===== src/rtl/fbbw_pkg.sv =====
// Package for the framebuffer blend writer: geometry constants, command and
// blend codes, memory request struct and small helper functions.
// No dependencies.
package fbbw_pkg;

    localparam int PAGE_WIDTH = 128;
    localparam int PAGE_COUNT = 8;
    localparam int STORE_SIZE = PAGE_WIDTH * PAGE_COUNT;

    // field widths of the channels
    localparam int CMD_W    = 3;
    localparam int POS_W    = 8;
    localparam int BYTE_W   = 8;
    localparam int BLEND_W  = 2;
    localparam int CURSOR_W = 11;

    // memory index, internal cursor and full address widths
    localparam int MEM_AW = (STORE_SIZE > 1) ? $clog2(STORE_SIZE) : 1;
    localparam int CUR_W  = $clog2(STORE_SIZE + 1);
    localparam int AF_W   = POS_W + $clog2(PAGE_WIDTH + 1);

    typedef enum logic [CMD_W-1:0] {
        CMD_SET_POS     = 3'd0,
        CMD_WRITE       = 3'd1,
        CMD_FIXED_WRITE = 3'd2,
        CMD_NEXT_LINE   = 3'd3,
        CMD_FILL        = 3'd4,
        CMD_READ        = 3'd5
    } t_cmd;

    typedef enum logic [BLEND_W-1:0] {
        BLEND_REPLACE = 2'd0,
        BLEND_OR      = 2'd1,
        BLEND_AND_NOT = 2'd2,
        BLEND_XOR     = 2'd3
    } t_blend;

    typedef struct packed {
        logic              we;
        logic [MEM_AW-1:0] waddr;
        logic [BYTE_W-1:0] wdata;
        logic              re;
        logic [MEM_AW-1:0] raddr;
    } t_mem_req;

    function automatic logic [BYTE_W-1:0] blend_byte(
        input logic [BYTE_W-1:0] old_byte,
        input logic [BYTE_W-1:0] new_byte,
        input t_blend            mode
    );
        logic [BYTE_W-1:0] res;
        unique case (mode)
            BLEND_REPLACE: res = new_byte;
            BLEND_OR:      res = old_byte | new_byte;
            BLEND_AND_NOT: res = old_byte & ~new_byte;
            BLEND_XOR:     res = old_byte ^ new_byte;
            default:       res = new_byte;
        endcase
        return res;
    endfunction

    // start address of the page that holds addr (addr below STORE_SIZE)
    function automatic logic [CUR_W-1:0] page_base(input logic [CUR_W-1:0] addr);
        logic [CUR_W-1:0] base;
        base = '0;
        for (int k = 1; k < PAGE_COUNT; k++) begin
            if (addr >= CUR_W'(k * PAGE_WIDTH)) begin
                base = CUR_W'(k * PAGE_WIDTH);
            end
        end
        return base;
    endfunction

endpackage


===== src/rtl/fbbw_in_if.sv =====
// Command channel of the framebuffer blend writer: valid/ready plus payload.
// Depends on fbbw_pkg.
interface fbbw_in_if;
    logic                             valid;
    logic                             ready;
    logic [fbbw_pkg::CMD_W-1:0]       command;
    logic [fbbw_pkg::POS_W-1:0]       page;
    logic [fbbw_pkg::POS_W-1:0]       column;
    logic [fbbw_pkg::BYTE_W-1:0]      pixel_byte;
    logic [fbbw_pkg::BLEND_W-1:0]     blend;
    logic                             from_line_start;

    modport source (
        output valid, command, page, column, pixel_byte, blend, from_line_start,
        input  ready
    );
    modport sink (
        input  valid, command, page, column, pixel_byte, blend, from_line_start,
        output ready
    );
endinterface


===== src/rtl/fbbw_out_if.sv =====
// Result channel of the framebuffer blend writer: valid/ready plus payload.
// Depends on fbbw_pkg.
interface fbbw_out_if;
    logic                              valid;
    logic                              ready;
    logic [fbbw_pkg::BYTE_W-1:0]       read_data;
    logic [fbbw_pkg::CURSOR_W-1:0]     cursor;
    logic                              done_res;

    modport source (output valid, read_data, cursor, done_res, input ready);
    modport sink   (input  valid, read_data, cursor, done_res, output ready);
endinterface


===== src/rtl/fbbw_ctrl.sv =====
// Command sequencer: accepts commands, reads the store, blends and writes
// back, runs fill and the clearing sweep, tracks the cursor, holds results.
// Depends on fbbw_pkg, fbbw_in_if, fbbw_out_if.
module fbbw_ctrl (
    input  logic                          i_clk,
    input  logic                          i_rst_n,
    fbbw_in_if.sink                       i_cmd,
    fbbw_out_if.source                    o_res,
    output fbbw_pkg::t_mem_req            o_mem_req,
    input  logic [fbbw_pkg::BYTE_W-1:0]   i_mem_rdata
);
    import fbbw_pkg::*;

    typedef enum logic [1:0] {
        S_IDLE,
        S_EXEC,
        S_FILL
    } t_state;

    t_state              r_state,       n_state;
    t_cmd                r_cmd,         n_cmd;
    logic [BYTE_W-1:0]   r_data,        n_data;
    t_blend              r_blend,       n_blend;
    logic                r_from_start,  n_from_start;
    logic [AF_W-1:0]     r_addr,        n_addr;
    logic                r_addr_ok,     n_addr_ok;
    logic [CUR_W-1:0]    r_cursor,      n_cursor;
    logic [CUR_W-1:0]    r_base,        n_base;
    logic [MEM_AW-1:0]   r_fill_addr,   n_fill_addr;
    logic                r_fill_report, n_fill_report;
    logic                r_out_valid,   n_out_valid;
    logic [BYTE_W-1:0]   r_out_rd,      n_out_rd;
    logic [CURSOR_W-1:0] r_out_cursor,  n_out_cursor;
    logic                r_out_done,    n_out_done;

    logic              accept;
    logic              slot_free;
    logic [AF_W-1:0]   in_addr;
    logic              in_addr_ok;
    logic              cur_ok;
    logic [CUR_W:0]    cur_inc;
    logic [CUR_W:0]    base_next;
    logic [CUR_W:0]    cur_down;
    logic [CUR_W-1:0]  x_cursor;
    logic [CUR_W-1:0]  x_base;
    logic [BYTE_W-1:0] x_rd;
    logic              x_done;
    t_cmd              in_cmd;

    assign i_cmd.ready = (r_state == S_IDLE);
    assign accept      = i_cmd.valid && i_cmd.ready;
    assign slot_free   = !r_out_valid || o_res.ready;
    assign in_cmd      = t_cmd'(i_cmd.command);

    assign in_addr    = AF_W'(i_cmd.page) * AF_W'(PAGE_WIDTH) + AF_W'(i_cmd.column);
    assign in_addr_ok = in_addr < AF_W'(STORE_SIZE);

    assign cur_ok    = r_cursor < CUR_W'(STORE_SIZE);
    assign cur_inc   = {1'b0, r_cursor} + (CUR_W+1)'(1);
    assign base_next = {1'b0, r_base} + (CUR_W+1)'(PAGE_WIDTH);
    assign cur_down  = {1'b0, r_cursor} + (CUR_W+1)'(PAGE_WIDTH);

    // result of the held command, given the byte read when it was accepted
    always_comb begin
        x_cursor       = r_cursor;
        x_base         = r_base;
        x_rd           = '0;
        x_done         = 1'b0;
        o_mem_req      = '0;
        o_mem_req.wdata = blend_byte(i_mem_rdata, r_data, r_blend);
        o_mem_req.waddr = r_cursor[MEM_AW-1:0];

        if (r_state == S_IDLE) begin
            o_mem_req.raddr = (in_cmd == CMD_READ) ? in_addr[MEM_AW-1:0]
                                                    : r_cursor[MEM_AW-1:0];
            case (in_cmd)
                CMD_WRITE, CMD_FIXED_WRITE: o_mem_req.re = accept && cur_ok;
                CMD_READ:                   o_mem_req.re = accept && in_addr_ok;
                default:                    o_mem_req.re = 1'b0;
            endcase
        end else if (r_state == S_FILL) begin
            o_mem_req.we    = 1'b1;
            o_mem_req.waddr = r_fill_addr;
            o_mem_req.wdata = r_data;
        end else begin
            case (r_cmd)
                CMD_SET_POS: begin
                    if (r_addr_ok) begin
                        x_cursor = r_addr[CUR_W-1:0];
                        x_base   = page_base(r_addr[CUR_W-1:0]);
                        x_done   = 1'b1;
                    end
                end
                CMD_WRITE, CMD_FIXED_WRITE: begin
                    // fixed-line write drops on the last column of a page
                    if (cur_ok && (r_cmd == CMD_WRITE || cur_inc != base_next)) begin
                        o_mem_req.we = slot_free;
                        x_cursor     = cur_inc[CUR_W-1:0];
                        if (cur_inc == base_next) begin
                            x_base = base_next[CUR_W-1:0];
                        end
                        x_done = 1'b1;
                    end
                end
                CMD_NEXT_LINE: begin
                    if (r_from_start) begin
                        if (base_next < (CUR_W+1)'(STORE_SIZE)) begin
                            x_cursor = base_next[CUR_W-1:0];
                            x_base   = base_next[CUR_W-1:0];
                            x_done   = 1'b1;
                        end
                    end else if (cur_down < (CUR_W+1)'(STORE_SIZE)) begin
                        x_cursor = cur_down[CUR_W-1:0];
                        x_base   = base_next[CUR_W-1:0];
                        x_done   = 1'b1;
                    end
                end
                CMD_FILL: x_done = 1'b1;
                CMD_READ: begin
                    if (r_addr_ok) begin
                        x_rd   = i_mem_rdata;
                        x_done = 1'b1;
                    end
                end
                default: ;
            endcase
        end
    end

    always_comb begin
        n_state       = r_state;
        n_cmd         = r_cmd;
        n_data        = r_data;
        n_blend       = r_blend;
        n_from_start  = r_from_start;
        n_addr        = r_addr;
        n_addr_ok     = r_addr_ok;
        n_cursor      = r_cursor;
        n_base        = r_base;
        n_fill_addr   = r_fill_addr;
        n_fill_report = r_fill_report;
        n_out_valid   = r_out_valid && !o_res.ready;
        n_out_rd      = r_out_rd;
        n_out_cursor  = r_out_cursor;
        n_out_done    = r_out_done;

        unique case (r_state)
            S_IDLE: begin
                if (accept) begin
                    n_cmd         = in_cmd;
                    n_data        = i_cmd.pixel_byte;
                    n_blend       = t_blend'(i_cmd.blend);
                    n_from_start  = i_cmd.from_line_start;
                    n_addr        = in_addr;
                    n_addr_ok     = in_addr_ok;
                    n_fill_addr   = '0;
                    n_fill_report = 1'b1;
                    n_state       = (in_cmd == CMD_FILL) ? S_FILL : S_EXEC;
                end
            end
            S_FILL: begin
                n_fill_addr = r_fill_addr + MEM_AW'(1);
                if (r_fill_addr == MEM_AW'(STORE_SIZE - 1)) begin
                    n_state = r_fill_report ? S_EXEC : S_IDLE;
                end
            end
            S_EXEC: begin
                // hold until the output register can take the result
                if (slot_free) begin
                    n_cursor     = x_cursor;
                    n_base       = x_base;
                    n_out_valid  = 1'b1;
                    n_out_rd     = x_rd;
                    n_out_cursor = CURSOR_W'(x_cursor);
                    n_out_done   = x_done;
                    n_state      = S_IDLE;
                end
            end
            default: n_state = S_IDLE;
        endcase
    end

    always_ff @(posedge i_clk) begin
        if (!i_rst_n) begin
            // clearing sweep after reset writes zero over the whole store
            r_state       <= S_FILL;
            r_fill_addr   <= '0;
            r_fill_report <= 1'b0;
            r_data        <= '0;
            r_cursor      <= '0;
            r_base        <= '0;
            r_out_valid   <= 1'b0;
        end else begin
            r_state       <= n_state;
            r_fill_addr   <= n_fill_addr;
            r_fill_report <= n_fill_report;
            r_data        <= n_data;
            r_cursor      <= n_cursor;
            r_base        <= n_base;
            r_out_valid   <= n_out_valid;
        end
        r_cmd        <= n_cmd;
        r_blend      <= n_blend;
        r_from_start <= n_from_start;
        r_addr       <= n_addr;
        r_addr_ok    <= n_addr_ok;
        r_out_rd     <= n_out_rd;
        r_out_cursor <= n_out_cursor;
        r_out_done   <= n_out_done;
    end

    assign o_res.valid     = r_out_valid;
    assign o_res.read_data = r_out_rd;
    assign o_res.cursor    = r_out_cursor;
    assign o_res.done_res  = r_out_done;

endmodule


===== src/flat_wrapper.sv =====
// flat-port wrapper written by rule: the top's interface ports become plain ports
module fbbw_ctrl_flat import fbbw_pkg::*;
  (i_clk, i_rst_n, o_mem_req, i_mem_rdata, i_cmd_valid, i_cmd_command, i_cmd_page, i_cmd_column, i_cmd_pixel_byte, i_cmd_blend, i_cmd_from_line_start, i_cmd_ready, o_res_valid, o_res_read_data, o_res_cursor, o_res_done_res, o_res_ready);
  fbbw_in_if i_cmd_i ();
  fbbw_out_if o_res_i ();
  input  logic i_clk;
  input  logic i_rst_n;
  output fbbw_pkg::t_mem_req o_mem_req;
  input  logic [fbbw_pkg::BYTE_W-1:0] i_mem_rdata;
  input wire logic [$bits(i_cmd_i.valid)-1:0] i_cmd_valid;
  input wire logic [$bits(i_cmd_i.command)-1:0] i_cmd_command;
  input wire logic [$bits(i_cmd_i.page)-1:0] i_cmd_page;
  input wire logic [$bits(i_cmd_i.column)-1:0] i_cmd_column;
  input wire logic [$bits(i_cmd_i.pixel_byte)-1:0] i_cmd_pixel_byte;
  input wire logic [$bits(i_cmd_i.blend)-1:0] i_cmd_blend;
  input wire logic [$bits(i_cmd_i.from_line_start)-1:0] i_cmd_from_line_start;
  output wire logic [$bits(i_cmd_i.ready)-1:0] i_cmd_ready;
  output wire logic [$bits(o_res_i.valid)-1:0] o_res_valid;
  output wire logic [$bits(o_res_i.read_data)-1:0] o_res_read_data;
  output wire logic [$bits(o_res_i.cursor)-1:0] o_res_cursor;
  output wire logic [$bits(o_res_i.done_res)-1:0] o_res_done_res;
  input wire logic [$bits(o_res_i.ready)-1:0] o_res_ready;
  assign i_cmd_i.valid = i_cmd_valid;
  assign i_cmd_i.command = i_cmd_command;
  assign i_cmd_i.page = i_cmd_page;
  assign i_cmd_i.column = i_cmd_column;
  assign i_cmd_i.pixel_byte = i_cmd_pixel_byte;
  assign i_cmd_i.blend = i_cmd_blend;
  assign i_cmd_i.from_line_start = i_cmd_from_line_start;
  assign i_cmd_ready = i_cmd_i.ready;
  assign o_res_valid = o_res_i.valid;
  assign o_res_read_data = o_res_i.read_data;
  assign o_res_cursor = o_res_i.cursor;
  assign o_res_done_res = o_res_i.done_res;
  assign o_res_i.ready = o_res_ready;
  fbbw_ctrl u_core (.i_clk(i_clk), .i_rst_n(i_rst_n), .i_cmd(i_cmd_i), .o_res(o_res_i), .o_mem_req(o_mem_req), .i_mem_rdata(i_mem_rdata));
endmodule

===== config.mk =====
export PLATFORM = sky130hd
export DESIGN_NAME = fbbw_ctrl_flat
export DESIGN_NICKNAME = d
export VERILOG_FILES = /design/src/rtl/fbbw_pkg.sv /design/src/rtl/fbbw_in_if.sv /design/src/rtl/fbbw_out_if.sv /design/src/rtl/fbbw_ctrl.sv /design/src/flat_wrapper.sv
export SDC_FILE = /design/constraint.sdc
export NUM_CORES = 1
export LEC_CHECK = 0
export ABC_CLOCK_PERIOD_IN_PS = 4900
export BUFFER_PORTS_ARGS = -buffer_cell sky130_fd_sc_hd__buf_2
export CAP_MARGIN = 20
export CELL_PAD_IN_SITES_DETAIL_PLACEMENT = 0
export CELL_PAD_IN_SITES_GLOBAL_PLACEMENT = 1
export CORE_MARGIN = 10
export CORE_UTILIZATION = 45
export CTS_CLUSTER_SIZE = 8
export DETAILED_ROUTE_END_ITERATION = 8
export GPL_ROUTABILITY_DRIVEN = 0
export PLACE_DENSITY = 0.95
export RECOVER_POWER = 100
export SLEW_MARGIN = 10
export SYNTH_ARGS = -nofsm -noshare
export SYNTH_HDL_FRONTEND = slang
export SYNTH_SLANG_ARGS = --single-unit

===== constraint.sdc =====
create_clock -name i_clk -period 4.9 [get_ports i_clk]
set_input_delay 0.735 -clock i_clk [delete_from_list [all_inputs] [get_ports i_clk]]
set_output_delay 0.735 -clock i_clk [all_outputs]
set_load 0.02 [all_outputs]

==> flow_metrics.tcl <==
set metrics [dict create \
    status "finished, final reports clean" \
    clk_pin_slew_worst_setup_hold_paths_ns 0.08 \
    ys_dominant_reg_cell "edfxtp_1" \
    report.final.slew_viol_count 0 \
    synthesis.nets 642 \
    tritoncts_num_sinks 75 \
    detailedRoute.firstIterationViolations 357 \
    synthesis_to_finish_area_growth_pct 12.55 \
    post_synth_num_cell_types 67 \
    half_perimeter_wire_length_after_placement_mm 11.05 \
    tritoncts.num_buffers 9 \
    insertedDiodeCount 0 \
    ys_async_sr_fraction_pct 0 \
    synth.yosys.warnings 0 \
    layout.nets 711 \
    placement.io_buffers 93 \
    startpoint_type "flip-flop" \
    die-width_microns 125.0 \
    p_leak_nw 2.049 \
    crit_fanout 17 \
    final_hold_viol_count 0 \
    setup_total_negative_slack_ns 0 \
    hold_path.class "flip-flop to flip-flop" \
    clkPwrFrac_pct 42.3 \
    fmaxAchievable_mhz 226.0 \
    grt_use_total_pct 18.35 \
    route.antenna.remaining_nets 0 \
    synthesis.area_sq_mm 0.004965 \
    worst_hold_slack_ns 0.4734 \
    max-vdd-ir-drop_mv 0.1141 \
    routed_via_density 6.025 \
    setup_viol_count_final 0 \
    worstPathCellList "nand4_1, or2_0, or3_1, a2111oi_4, nor2_1, nand2_1, o21ai_0, clkbuf_1" \
    fin_cells 791 \
    coreArea_sq_mm 0.01084 \
    first_pass_iters 6 \
    slowest_stage "a2111oi_4" \
    num_rows 38 \
    drc 0 \
    wire_per_inst_microns 19.00 \
    most-common-layout-cells "nand2_1 (84), clkbuf_1 (63), nor2_1 (50)" \
    cts-root-to-sink-buffers 2 \
    p_per_area_mw_per_mm2 224.0 \
    worst_slew_pin_slew_ns 1.353 \
    cts_tree "done" \
    grt_remaining_overflow 0 \
    p_switching_uw 282.5 \
    synth_edf_count 38 \
    dp.cells 775 \
    yosysSeqAreaShare_pct 37.90 \
    critical_path.endpoint_type "output port" \
    fillers 1058 \
    synth_seq_cells 75 \
    fin_skew_ns 0.007962 \
    post_route_cells_drive_above_1_share_pct 9.985 \
    cts.root.buffer_cell "clkbuf_8" \
    avgSynthCellArea_sq_um 8.604 \
    drt-total-wl_mm 15.03 \
    dieHeight_microns 125.0 \
    timing.final.crit_share_pct 90.31 \
    post_cts_resized 0 \
    insertion_delay_ns 0.37 \
    critical_path_required_ns 4.16 \
    top_level_ports 94 \
    cts_setup_buffers 0 \
    max_cap_viols 0 \
    grt_antenna_before_repair 0 \
    floorplan.initialDensity_pct 45.80 \
    cts_hold_buf 0 \
    power_internal_uw 969.2 \
    grt_first_pass_wirelength_mm 23.98 \
    die_area_sq_mm 0.01563 \
    largest_net_degree_at_the_start_of_global_routing 28 \
    multi_input_comb_area_sq_mm 0.002795 \
    slew_headroom_pct 9.080 \
    cts_htree_levels 3 \
    grt_setup_unrepaired "false" \
    grt_pass1_vias 4632 \
    worstSetupPathType "flip-flop to output port" \
    seq_power_share_pct 52.7 \
    timing.final.crit_period_ns 4.425 \
    worst-endpoint-arrival_ns 3.69 \
    power.combinational.fraction_pct 5.0 \
    layout_commonest_cell "nand2_1" \
    critical_path_s_largest_stage_delay_ns 0.72 \
    switching_share_pct 22.57 \
    num_vias 4766 \
    regArea_sq_mm 0.001882 \
    syn-instance-count 577 \
]
-- worst max-delay path, delay by kind of cell, from the launching register on --
| kind | cells | cell delay [ns] |
|---|---|---|
| and+or+nand+nor | 5 | 1.60 |
| DFF | 1 | 0.69 |
| AOI/OAI and AO/OA | 2 | 0.81 |
| buffers and inverters | 1 | 0.21 |
-- power groups by stage --
stage	Clock [mW]	Combinational [mW]	Sequential [mW]
CTS	0.533	0.0648	0.659
global route	0.557	0.0710	0.660
floorplan	0	0.0327	0.673
global placement	0	0.0614	0.674
detailed placement	0	0.0643	0.674
finish	0.530	0.0625	0.659
-- cells by family after synthesis --
group / share of synthesized area, %
compound gates: 21.45
buf+inv: 5.192
flops: 37.90
simple gates: 21.65
xor+xnor: 3.226
mux: 4.788
fa+ha+maj: 5.796
-- synth_stat cells, types with 9 or more instances --
cell	count	area, sq um
nand2_1	84	315.3
nor2_1	50	187.7
a21oi_1	38	190.2
edfxtp_1	38	1141
dfxtp_1	37	740.7
clkbuf_1	36	135.1
inv_1	26	97.59
ha_1	23	287.8
o21ai_0	20	100.1
mux2i_1	17	170.2
a22oi_1	15	112.6
nand3_1	15	75.07
nor4_1	14	87.58
xnor2_1	10	87.58
o22a_1	9	78.83
o2bb2ai_1	9	78.83
-- routing by layer --
layer	GRT usage [%]	share of wire, %	up-vias
li1	-	-	2255
met1	22.32	40	2224
met2	30.55	49	249
met3	3.760	8.2	38
met4	8.333	2.6	0
met5	0	0	-
-- cell type report --
| cell class | count | share of cell area (%) |
|---|---|---|
| Timing Repair Buffer | 98 | 7.546 |
| Inverter | 28 | 1.881 |
| Clock inverter | 5 | 1.388 |
| Sequential cell | 75 | 33.68 |
| Tap cell | 140 | 3.135 |
| Clock buffer | 11 | 2.351 |
| Multi-Input combinational cell | 434 | 50.02 |
-- stage by stage --
stage               total power [mW]  worst slack (ns)  util [%]  instance area [sq um]
floorplan                     0.7059             1.576         -                   4965
global placement              0.7352             1.175     50.67                   5493
detailed placement            0.7383             1.120     50.67                   5493
CTS                            1.257            0.7228     52.60                   5702
global route                   1.288            0.3420     51.55                   5588
finish                         1.252            0.4750     51.55                   5588
-- flip-flops by register name, summed over array words and instances, names as in the netlist, 3 cells and up --
| signal | cells |
|---|---|
| u_core.r_fill_addr | 10 |
| u_core.o_res.read_data | 8 |
| u_core.o_res.cursor | 11 |
| u_core.r_base | 4 |
| u_core.r_data | 8 |
| u_core.r_cursor | 11 |
| u_core.r_cmd | 3 |
| u_core.r_addr | 11 |
-- path summary, 6_finish.rpt --
path,from,end,slack [ns],depth (start not counted)
max reg2reg,u_core.r_cursor[3],u_core.o_res.done_res,0.75,7
min,u_core.r_data[3],u_core.r_data[3],0.47,2
max,u_core.r_cursor[3],o_mem_req[29],0.47,8
min reg2reg,u_core.r_data[3],u_core.r_data[3],0.47,2
Note: power is estimated with default switching activity, not from simulation.
